File: src/hw/rtl/scs_pkg.sv
`default_nettype none
package scs_pkg;

  localparam int MAX_NONZEROS = 256;
  localparam int ADDR_W = $clog2(MAX_NONZEROS);
  localparam int CNT_W = $clog2(MAX_NONZEROS + 1);

  localparam int IDX_W = 32;
  localparam int VAL_W = 16;
  localparam int PROD_W = 2 * VAL_W;
  localparam int DOT_W = 48;
  localparam int SIM_W = 18;
  localparam int FRAC_W = 16;

  // A square is at most 2^30, so the sum of squares needs 31 + CNT_W bits.
  localparam int NORM_W = PROD_W - 1 + CNT_W;
  localparam int SQ_IN_W = NORM_W + FRAC_W;
  localparam int ROOT_W = SQ_IN_W / 2;
  localparam int MUL_W = 2 * ROOT_W;
  localparam int DEN_W = MUL_W - FRAC_W;
  localparam int NUM_W = DOT_W + FRAC_W;

  localparam logic [1:0] CMD_LOAD_A = 2'd0;
  localparam logic [1:0] CMD_LOAD_B = 2'd1;
  localparam logic [1:0] CMD_EVAL   = 2'd2;

  typedef enum logic [3:0] {
    ST_IDLE,
    ST_NORM_RD,
    ST_NORM_ACC,
    ST_MERGE_RD,
    ST_MERGE_CMP,
    ST_SQRT_GO,
    ST_SQRT_WAIT,
    ST_MUL,
    ST_DIV_GO,
    ST_DIV_WAIT,
    ST_DONE
  } state_t;

  typedef struct packed {
    logic load_a;
    logic load_b;
    logic init;
    logic norm_acc;
    logic merge_init;
    logic merge_step;
    logic sqrt_start;
    logic mul;
    logic div_start;
    logic finish;
  } ctrl_t;

  typedef struct packed {
    logic norm_more;
    logic merge_more;
    logic zero;
    logic sqrt_done;
    logic div_done;
  } status_t;

endpackage
`default_nettype wire

File: src/hw/rtl/scs_ctrl.sv
`default_nettype none
module scs_ctrl (
  input  wire logic               clk,
  input  wire logic               rst,
  input  wire logic               start,
  input  wire logic [1:0]         command,
  input  wire scs_pkg::status_t   status,
  output scs_pkg::ctrl_t          ctrl,
  output logic                    busy
);
  import scs_pkg::*;

  state_t state, state_next;

  always_ff @(posedge clk) begin
    if (rst) state <= ST_IDLE;
    else state <= state_next;
  end

  always_comb begin
    state_next = state;
    unique case (state)
      ST_IDLE:      if (start && command == CMD_EVAL) state_next = ST_NORM_RD;
      ST_NORM_RD:   state_next = status.norm_more ? ST_NORM_ACC : ST_MERGE_RD;
      ST_NORM_ACC:  state_next = ST_NORM_RD;
      ST_MERGE_RD:  state_next = status.merge_more ? ST_MERGE_CMP : ST_SQRT_GO;
      ST_MERGE_CMP: state_next = ST_MERGE_RD;
      ST_SQRT_GO:   state_next = status.zero ? ST_DONE : ST_SQRT_WAIT;
      ST_SQRT_WAIT: if (status.sqrt_done) state_next = ST_MUL;
      ST_MUL:       state_next = ST_DIV_GO;
      ST_DIV_GO:    state_next = ST_DIV_WAIT;
      ST_DIV_WAIT:  if (status.div_done) state_next = ST_DONE;
      ST_DONE:      state_next = ST_IDLE;
      default:      state_next = ST_IDLE;
    endcase
  end

  always_comb begin
    ctrl = '0;
    busy = (state != ST_IDLE);
    unique case (state)
      ST_IDLE: begin
        ctrl.load_a = start && command == CMD_LOAD_A;
        ctrl.load_b = start && command == CMD_LOAD_B;
        ctrl.init   = start && command == CMD_EVAL;
      end
      ST_NORM_RD:   ctrl.merge_init = !status.norm_more;
      ST_NORM_ACC:  ctrl.norm_acc = 1'b1;
      ST_MERGE_CMP: ctrl.merge_step = 1'b1;
      ST_SQRT_GO:   ctrl.sqrt_start = !status.zero;
      ST_MUL:       ctrl.mul = 1'b1;
      ST_DIV_GO:    ctrl.div_start = 1'b1;
      ST_DONE:      ctrl.finish = 1'b1;
      default:      ctrl = '0;
    endcase
  end

endmodule
`default_nettype wire

File: config.mk
export PLATFORM = sky130hd
export DESIGN_NAME = scs_ctrl
export DESIGN_NICKNAME = d
export VERILOG_FILES = /design/src/hw/rtl/scs_pkg.sv /design/src/hw/rtl/scs_ctrl.sv
export SDC_FILE = /design/constraint.sdc
export NUM_CORES = 1
export LEC_CHECK = 0
export BUFFER_PORTS_ARGS = -buffer_cell sky130_fd_sc_hd__buf_2
export CORE_AREA = 5 5 42 44
export CTS_BUF_LIST = sky130_fd_sc_hd__clkbuf_8
export DETAILED_ROUTE_END_ITERATION = 10
export DIE_AREA = 0 0 47 49
export GPL_TIMING_DRIVEN = 0
export PLACE_DENSITY = 0.6
export SLEW_MARGIN = 20
export SYNTH_ARGS = -nofsm -noshare
export SYNTH_HDL_FRONTEND = slang
export SYNTH_SLANG_ARGS = --single-unit
File: constraint.sdc
create_clock -name clk -period 1.4 [get_ports clk]
set_input_delay 0.21 -clock clk [delete_from_list [all_inputs] [get_ports clk]]
set_output_delay 0.21 -clock clk [all_outputs]
set_load 0.01 [all_outputs]
==> results.ini, run 1 <==
[critical_path]
crit_path_max_fanout = 5
path_class = flop to primary output
crit_chain = or4_4 -> nor4b_4 -> buf_2
endpoint_kind = primary output
cpMaxStageDelayCell = or4_4
crit_arrival_ps = 1490
critPathLaunchType = flop
cp.required_ps = 1190
max_stage_delay_ps = 580

[layout]
largest_reg_flops = 4
synthToLayoutAreaGrowth_pct = 70.1
regMostFlops = state
diodes = 0
final_net_count = 81
fin_cells = 85
utilization = 0.438
largestRegisters = state: 4 flops
drive_gt1_frac = 0.696

[yosys]
synth_warnings = 0
synth_top_area_frac = 0.222
synthCells = 45
ys_seq_elements = 4
ys_top_cells_by_area = dfxtp_1 22%, nor3_1 8.3%, buf_6 6.3%
synth_edf_count = 0
yosysTopAreaCell = dfxtp_1
synth_async_sr_flop_share = 0
synth_seq_area_share = 0.222
syn_area_per_cell_um2 = 8.01
synthDistinctLibCells = 27
ys.flop_type = dfxtp_1
synthesis.nets = 55
syn_area_um2 = 360

[global_route]
overflow = 0
grt_start_max_net_pins = 11
grt_pass1_wl_um = 1530
grt_pass1_vias = 366
grt_antenna_before_repair = 0
global_route.usage.total = 0.0908

[pwr]
power_report.internal_total_mw = 0.513
seq_power_share = 0.190
pwr-share-clk = 0.307
finalPower_mw = 0.773
pwr-share-comb = 0.504
p_per_area_nw_per_um2 = 1260
ir_worst_vdd_v = 0.00104
swShare = 0.336
leakagePower_nw = 0.272
p_sw_mw = 0.260

[cts]
clock-sinks = 4
cts_hold_buffers = 0
clock_latency_ps = 210
cts_made_buffers = 3
cts_tree = built
h-tree-depth = 1
clk_pin_slew_ps = 30
clockRootBuffer = clkbuf_8
cts_buffer_depth = 2

[timing]
fin_tns_setup_ps = -1490
setup_viol = 10
min_period_ps = 1700
fin_crit_sh = 1.21
fin_skew_ps = 1.61
slew_viol_final = 0
slew-limit-headroom = 0.831
rsz0062_at_grt = true
fmax_mhz = 589
worstMarginPinSlew_ps = 252
fin_ws_ps = -299
hold_viol = 0

[placement]
hpwlAfterDp_um = 718
place_inst = 81
io_buffers = 20
routabilityCongestion = 0.685
dp_slack_ps = -201

[die]
rows = 14
die_x_um = 47
die_h_um = 49
die_area_um2 = 2300
start_util = 0.257
coreArea_um2 = 1400
io_pins = 21

[detailed_routing]
post-route-drc-count = 0
drtAntennaViolNets = 0
drtPass1Iterations = 3
wl_per_cell_um = 12.6
routed_wl_um = 1070
first_iter_violations = 6
vias_per_cell = 4.95
vias = 421

[status]
violations = setup timing
status = finished with violations

[min_path]
holdCritPathClass = input pin to flop

[job]
maxCapViolCount = 0

-- layout by cell type (no fill, tap or decap), drive strengths merged --
| master | synthesis | final |
|---|---|---|
| or4bb | 1 | 1 |
| a21boi | 1 | 1 |
| o32a | 1 | 1 |
| nor2 | 4 | 4 |
| nor3 | 6 | 6 |
| inv | 2 | 2 |
| o31a | 1 | 1 |
| dfxtp | 4 | 4 |
| and3b | 1 | 1 |
| buf | 5 | 26 |
| o211ai | 1 | 1 |
| mux2 | 1 | 1 |
| a31oi | 1 | 1 |
| o21ai | 1 | 1 |
| or2b | 1 | 1 |
| and2b | 1 | 1 |
| nor4 | 1 | 1 |
| a21oi | 2 | 2 |
| or2 | 1 | 1 |
| o22a | 1 | 1 |
| or4 | 1 | 1 |
| a2111oi | 1 | 1 |
| nor4b | 2 | 2 |
| nand2b | 2 | 2 |
| clkbuf | 0 | 3 |
| nand2 | 2 | 2 |
-- logic make-up (layout without fill, tap and decap cells) --
| logic type | count (synthesis) | in the layout | synth area share |
|---|---|---|---|
| buffers and inverters | 7 | 31 | 0.132 |
| flip-flops | 4 | 4 | 0.222 |
| AND/OR/NAND/NOR | 23 | 23 | 0.396 |
| AO/OA/AOI/OAI | 10 | 10 | 0.219 |
| multiplexers | 1 | 1 | 0.0312 |
-- worst max-delay path: cells and delay by family (launching register included) --
kind | cells | cell delay, ps
simple gates | 2 | 790
flops | 1 | 310
buf+inv | 1 | 160
-- timing repair --
| item | in CTS | in global routing |
|---|---|---|
| pin swaps | 3 | 6 |
| setup buffers | 2 | 2 |
| setup endpoints to repair | 8 | 13 |
| resized for setup | 7 | 10 |
-- final timing paths --
kind | startpoint | endpoint | slack, ps | depth (start not counted)
min reg2reg | state[3]$_SDFFE_PP0P_ | state[2]$_SDFFE_PP0P_ | 550 | 1
max | state[1]$_SDFFE_PP0P_ | ctrl[9] | -300 | 3
min | rst | state[2]$_SDFFE_PP0P_ | 210 | 2
max reg2reg | state[1]$_SDFFE_PP0P_ | state[0]$_SDFFE_PP0P_ | -150 | 5
-- cell usage after synthesis (2+ instances only) --
cell type  n
nor2_1     4
nor4b_1    2
nand2b_1   2
buf_6      2
a21oi_1    2
nand2_1    2
inv_1      2
nor3_1     6
dfxtp_1    4
buf_2      2
-- through the flow --
step	hold slack [ps]	instance area (µm²)
after floorplan	282	390
after global placement	419	510
after detailed placement	421	510
after CTS	193	567
after global routing	216	613
final	208	613
-- final cells by class --
class	count	area (µm²)
buffer	2	18.8
multi-input combinational	34	300
fill	152	788
tap	16	20.0
inverter	2	10.0
clock buffer	3	41.3
timing repair buffer	24	136
sequential	4	86.3
-- power by group through the flow --
| stage | registers, mW | clock network (mW) | logic (mW) |
|---|---|---|---|
| after floorplan | 0.142 | 0 | 0.248 |
| after global placement | 0.145 | 0 | 0.326 |
| after detailed placement | 0.146 | 0 | 0.327 |
| after CTS | 0.149 | 0.243 | 0.337 |
| after global routing | 0.148 | 0.258 | 0.417 |
| final | 0.147 | 0.237 | 0.389 |
-- layer usage --
metal  up-vias  track usage  part of all wire
met4         0       0.0276                 0
met5         -            0                 0
met3         0       0.0443             0.095
met2        16        0.138              0.50
met1       189        0.110              0.40
li1        216            -                 -
Note: power is estimated with default switching activity, not from simulation.
==> run 2, diff against run 1 <==
--- a/config.mk
+++ b/config.mk
@@ -5,13 +5,14 @@
 export SDC_FILE = /design/constraint.sdc
 export NUM_CORES = 1
 export LEC_CHECK = 0
+export ABC_AREA = 1
 export BUFFER_PORTS_ARGS = -buffer_cell sky130_fd_sc_hd__buf_2
 export CORE_AREA = 5 5 42 44
 export CTS_BUF_LIST = sky130_fd_sc_hd__clkbuf_8
 export DETAILED_ROUTE_END_ITERATION = 10
 export DIE_AREA = 0 0 47 49
 export GPL_TIMING_DRIVEN = 0
-export PLACE_DENSITY = 0.6
+export PLACE_DENSITY = 0.59
 export SLEW_MARGIN = 20
 export SYNTH_ARGS = -nofsm -noshare
 export SYNTH_HDL_FRONTEND = slang
==> results.ini, run 2 <==
[timing]
fin_skew_ps = 0.457
slew-limit-headroom = 0.831
whs_ps = 197
setup_viol = 3
hold_viol = 0
min_period_ps = 1470
slew_viol_final = 0
rsz0062_at_grt = true
fin_crit_sh = 1.05
fin_tns_setup_ps = -141
fin_ws_ps = -72.6
fmax_mhz = 679
worstMarginPinSlew_ps = 252

[detailed_routing]
first_iter_violations = 17
vias = 457
post-route-drc-count = 0
wl_per_cell_um = 9.49
drtAntennaViolNets = 0
vias_per_cell = 4.31
routed_wl_um = 1010
drtPass1Iterations = 4

[yosys]
synth_async_sr_flop_share = 0
synth_common_cells = 13 x nor2_1, 12 x inv_1, 11 x nand2_1
ys_top_cells_by_area = dfxtp_1 23%, nor2_1 14%, inv_1 13%
synthDistinctLibCells = 15
synth_warnings = 0
synthCells = 63
syn_area_per_cell_um2 = 5.58
synth_seq_area_share = 0.228
yosysTopAreaCell = dfxtp_1
ys_seq_elements = 4
ys.flop_type = dfxtp_1
synthesis.nets = 73
synth_most_common_cell = nor2_1
syn_area_um2 = 352
synth_top_area_frac = 0.228
synth_edf_count = 0

[pwr]
p_per_area_nw_per_um2 = 772
pwr-share-comb = 0.155
leakagePower_nw = 0.329
finalPower_mw = 0.428
pwr-share-clk = 0.564
power_report.internal_total_mw = 0.331
seq_power_share = 0.281
ir_worst_vdd_v = 0.000790
swShare = 0.227
p_sw_mw = 0.0971

[placement]
hpwlAfterDp_um = 782
routabilityCongestion = 0.750
io_buffers = 20
dp_slack_ps = 66.0
placed_area_um2 = 472

[critical_path]
cp.required_ps = 1190
critPathLaunchType = flop
path_class = flop to primary output
r2r_slack_ps = 200
r2r_cells = 8
crit_arrival_ps = 1260
endpoint_kind = primary output
rr_startpoint = state[0]$_SDFFE_PP0P_
r2r_end = state[2]$_SDFFE_PP0P_
crit_path_max_fanout = 4

[cts]
cts_buffer_depth = 2
clock-sinks = 4
cts_hold_buffers = 0
h-tree-depth = 1
clockRootBuffer = clkbuf_8
clock_latency_ps = 220
cts_made_buffers = 3
clk_pin_slew_ps = 30
cts_tree = built

[layout]
nFillCells = 171
final_net_count = 102
largestRegisters = state: 4 flops
fin_area_um2 = 554
diodes = 0
drive_gt1_frac = 0.444
regMostFlops = state
largest_reg_flops = 4
final_common_cell = buf_2
final_cell_mix = 20 x buf_2, 12 x nor2_1, 11 x nand2_1, 11 x inv_1, 5 x nand3_1
synthToLayoutAreaGrowth_pct = 57.7

[min_path]
hold_depth = 2
hold_end = state[0]$_SDFFE_PP0P_
holdCritPathClass = input pin to flop
hp-start = rst

[global_route]
grt_antenna_before_repair = 0
overflow = 0
global_route.usage.total = 0.0980
grt_pass1_wl_um = 1680
grt_start_max_net_pins = 6
grt_pass1_vias = 424

[status]
status = finished with violations
violations = setup timing

[die]
coreArea_um2 = 1400
die_h_um = 49
die_area_um2 = 2300
start_util = 0.251
io_pins = 21
rows = 14
die_x_um = 47

[job]
maxCapViolCount = 0

-- run 2: final cells by class --
class	count	area, µm²	share of cell area
clock buffer	3	41.3	0.0745
inverter	16	62.6	0.113
multi-input combinational	43	214	0.386
sequential	4	86.3	0.156
tap	16	20.0	0.0361
timing repair buffer	24	130	0.235
-- run 2: power by group through the flow --
stage	Clock [mW]	Combinational, mW	Sequential [mW]
after floorplan	0	0.0338	0.121
after global placement	0	0.0589	0.122
after detailed placement	0	0.0597	0.122
after CTS	0.247	0.0666	0.120
after global routing	0.262	0.0741	0.121
final	0.241	0.0664	0.120
-- run 2: worst max path at each step --
stage | from | to | slack [ps]
floorplan | state[2]$_SDFFE_PP0P_ | ctrl[8] | 200
global placement | state[0]$_SDFFE_PP0P_ | ctrl[3] | 60
detailed placement | state[0]$_SDFFE_PP0P_ | ctrl[3] | 70
CTS | state[0]$_SDFFE_PP0P_ | ctrl[3] | -90
global route | state[0]$_SDFFE_PP0P_ | ctrl[3] | -170
finish | state[0]$_SDFFE_PP0P_ | ctrl[3] | -70
-- run 2: per-stage QoR --
step | util | cells
6_report | 0.396 | 106
5_1_grt | 0.396 | 106
4_1_cts | 0.382 | 104
3_5_place_dp | 0.337 | 99
3_3_place_gp | 0.337 | 99
2_1_floorplan | - | 63
-- run 2: cells by family after synthesis --
logic type             count (synthesis)  synth area share
AO/OA/AOI/OAI                          6            0.0926
buffers and inverters                 16             0.171
AND/OR/NAND/NOR                       37             0.509
flip-flops                             4             0.228
-- run 2: layer usage --
metal | part of all wire | track usage | vias to the layer above
met5 | 0 | 0 | -
li1 | - | - | 243
met3 | 0.077 | 0.0258 | 2
met2 | 0.46 | 0.136 | 14
met4 | 0.020 | 0.0691 | 0
met1 | 0.45 | 0.126 | 198
-- run 2: worst max-delay path, stage by stage (launching register included) --
cell     delay [ps]
dfxtp_4         360
inv_4            40
nor2_4           90
inv_2            50
nor2_4           80
inv_2            30
or2_1           230
inv_1            50
buf_2           120
-- run 2: what timing repair did --
item	in CTS	in global routing
pin swaps	1	2
endpoints found under the setup margin	3	7
endpoints found under the hold margin	0	0
buffers inserted	2	2
gates resized for setup	4	3
==> run 3, diff against run 2 <==
--- a/config.mk
+++ b/config.mk
@@ -12,7 +12,9 @@
 export DETAILED_ROUTE_END_ITERATION = 10
 export DIE_AREA = 0 0 47 49
 export GPL_TIMING_DRIVEN = 0
+export MAX_ROUTING_LAYER = met4
 export PLACE_DENSITY = 0.59
+export REMOVE_ABC_BUFFERS = 1
 export SLEW_MARGIN = 20
 export SYNTH_ARGS = -nofsm -noshare
 export SYNTH_HDL_FRONTEND = slang
==> results.ini, run 3 (synthesis gave the netlist of run 2 again) <==
[die]
die_area_um2 = 2300
rows = 14
die_h_um = 49
start_util = 0.251
io_pins = 21
die_x_um = 47
coreArea_um2 = 1400

[cts]
clock-sinks = 4
cts_made_buffers = 3
clockRootBuffer = clkbuf_8
cts_buffer_depth = 2
clk_pin_slew_ps = 30
clock_latency_ps = 220
cts_tree = built
h-tree-depth = 1
cts_hold_buffers = 0

[layout]
final_net_count = 102
final_cell_mix = 20 x buf_2, 12 x nor2_1, 11 x nand2_1, 11 x inv_1, 5 x nand3_1
synthToLayoutAreaGrowth_pct = 57.7
fin_cells = 106
final_common_cell = buf_2
diodes = 0
drive_gt1_frac = 0.444
largestRegisters = state: 4 flops
regMostFlops = state
largest_reg_flops = 4

[min_path]
holdCritPathClass = input pin to flop

[placement]
hpwlAfterDp_um = 782
place_inst = 99
io_buffers = 20
routabilityCongestion = 0.759

[status]
violations = setup timing
status = finished with violations

[pwr]
leakagePower_nw = 0.329
seq_power_share = 0.282
ir_worst_vdd_v = 0.000788
p_sw_mw = 0.0967
swShare = 0.226
power_report.internal_total_mw = 0.331
p_per_area_nw_per_um2 = 772
finalPower_mw = 0.428
pwr-share-clk = 0.563
pwr-share-comb = 0.155

[timing]
fin_crit_sh = 1.05
fin_ws_ps = -72.2
fin_skew_ps = 0.712
min_period_ps = 1470
setup_viol = 3
worstMarginPinSlew_ps = 252
slew_viol_final = 0
rsz0062_at_grt = true
slew-limit-headroom = 0.831
hold_viol = 0
fmax_mhz = 679

[global_route]
grt_start_max_net_pins = 6
grt_pass1_wl_um = 1680
grt_pass1_vias = 424
grt_antenna_before_repair = 0
global_route.usage.total = 0.100
overflow = 0

[detailed_routing]
post-route-drc-count = 0
routed_wl_um = 1000
drtAntennaViolNets = 0
vias = 457
drtPass1Iterations = 4
vias_per_cell = 4.31
wl_per_cell_um = 9.47
first_iter_violations = 17

[critical_path]
endpoint_kind = primary output
crit_path_max_fanout = 4
crit_arrival_ps = 1260
path_class = flop to primary output
cp.required_ps = 1190
critPathLaunchType = flop

[job]
maxCapViolCount = 0

run 3: path summary, 6_finish.rpt:
kind	slack, ps	from	end	cells past startpoint
worst max-delay path	-70	state[0]$_SDFFE_PP0P_	ctrl[3]	8
worst min register to register	610	state[0]$_SDFFE_PP0P_	state[0]$_SDFFE_PP0P_	3
worst max register to register	200	state[0]$_SDFFE_PP0P_	state[2]$_SDFFE_PP0P_	8
worst min-delay path	200	rst	state[0]$_SDFFE_PP0P_	2
run 3: what timing repair did:
action	in CTS	in global routing
resized for setup	4	3
endpoints found under the setup margin	3	7
setup buffers	2	2
pin swaps	1	2
run 3: layout make-up:
cell class | instances | area, µm²
repair buffers | 24 | 130
well taps | 16 | 20.0
fillers | 171 | 847
multi-input cells | 43 | 214
clock buffers | 3 | 41.3
inverters | 16 | 62.6
flip-flops and latches | 4 | 86.3
run 3: layer usage:
layer / routed length [µm] / GRT usage
met3: 70 / 0.0221
met5: 0 / -
met1: 455 / 0.128
met4: 20 / 0.0691
met2: 458 / 0.136
run 3: worst max-delay path: stages, from the launching register on:
cell and delay [ps]:
dfxtp_4 360, inv_4 40, nor2_4 90, inv_2 50, nor2_4 80, inv_2 30
or2_1 230, inv_1 50, buf_2 120
run 3: power by group through the flow:
stage               registers (mW)  logic [mW]  clock network [mW]
global route                 0.121      0.0741               0.262
CTS                          0.120      0.0666               0.247
detailed placement           0.122      0.0597                   0
floorplan                    0.121      0.0338                   0
global placement             0.122      0.0589                   0
finish                       0.120      0.0664               0.241
run 3: metrics by stage:
step           setup WS [ps]   util  setup TNS (ps)  hold WS, ps  instance area, µm²
2_1_floorplan            201      -               0          279                 352
3_3_place_gp            55.4  0.337               0          421                 472
3_5_place_dp            66.0  0.337               0          429                 472
4_1_cts                -91.5  0.382            -153          193                 536
5_1_grt                 -172  0.396            -686          190                 554
6_report               -72.2  0.396            -140          197                 554
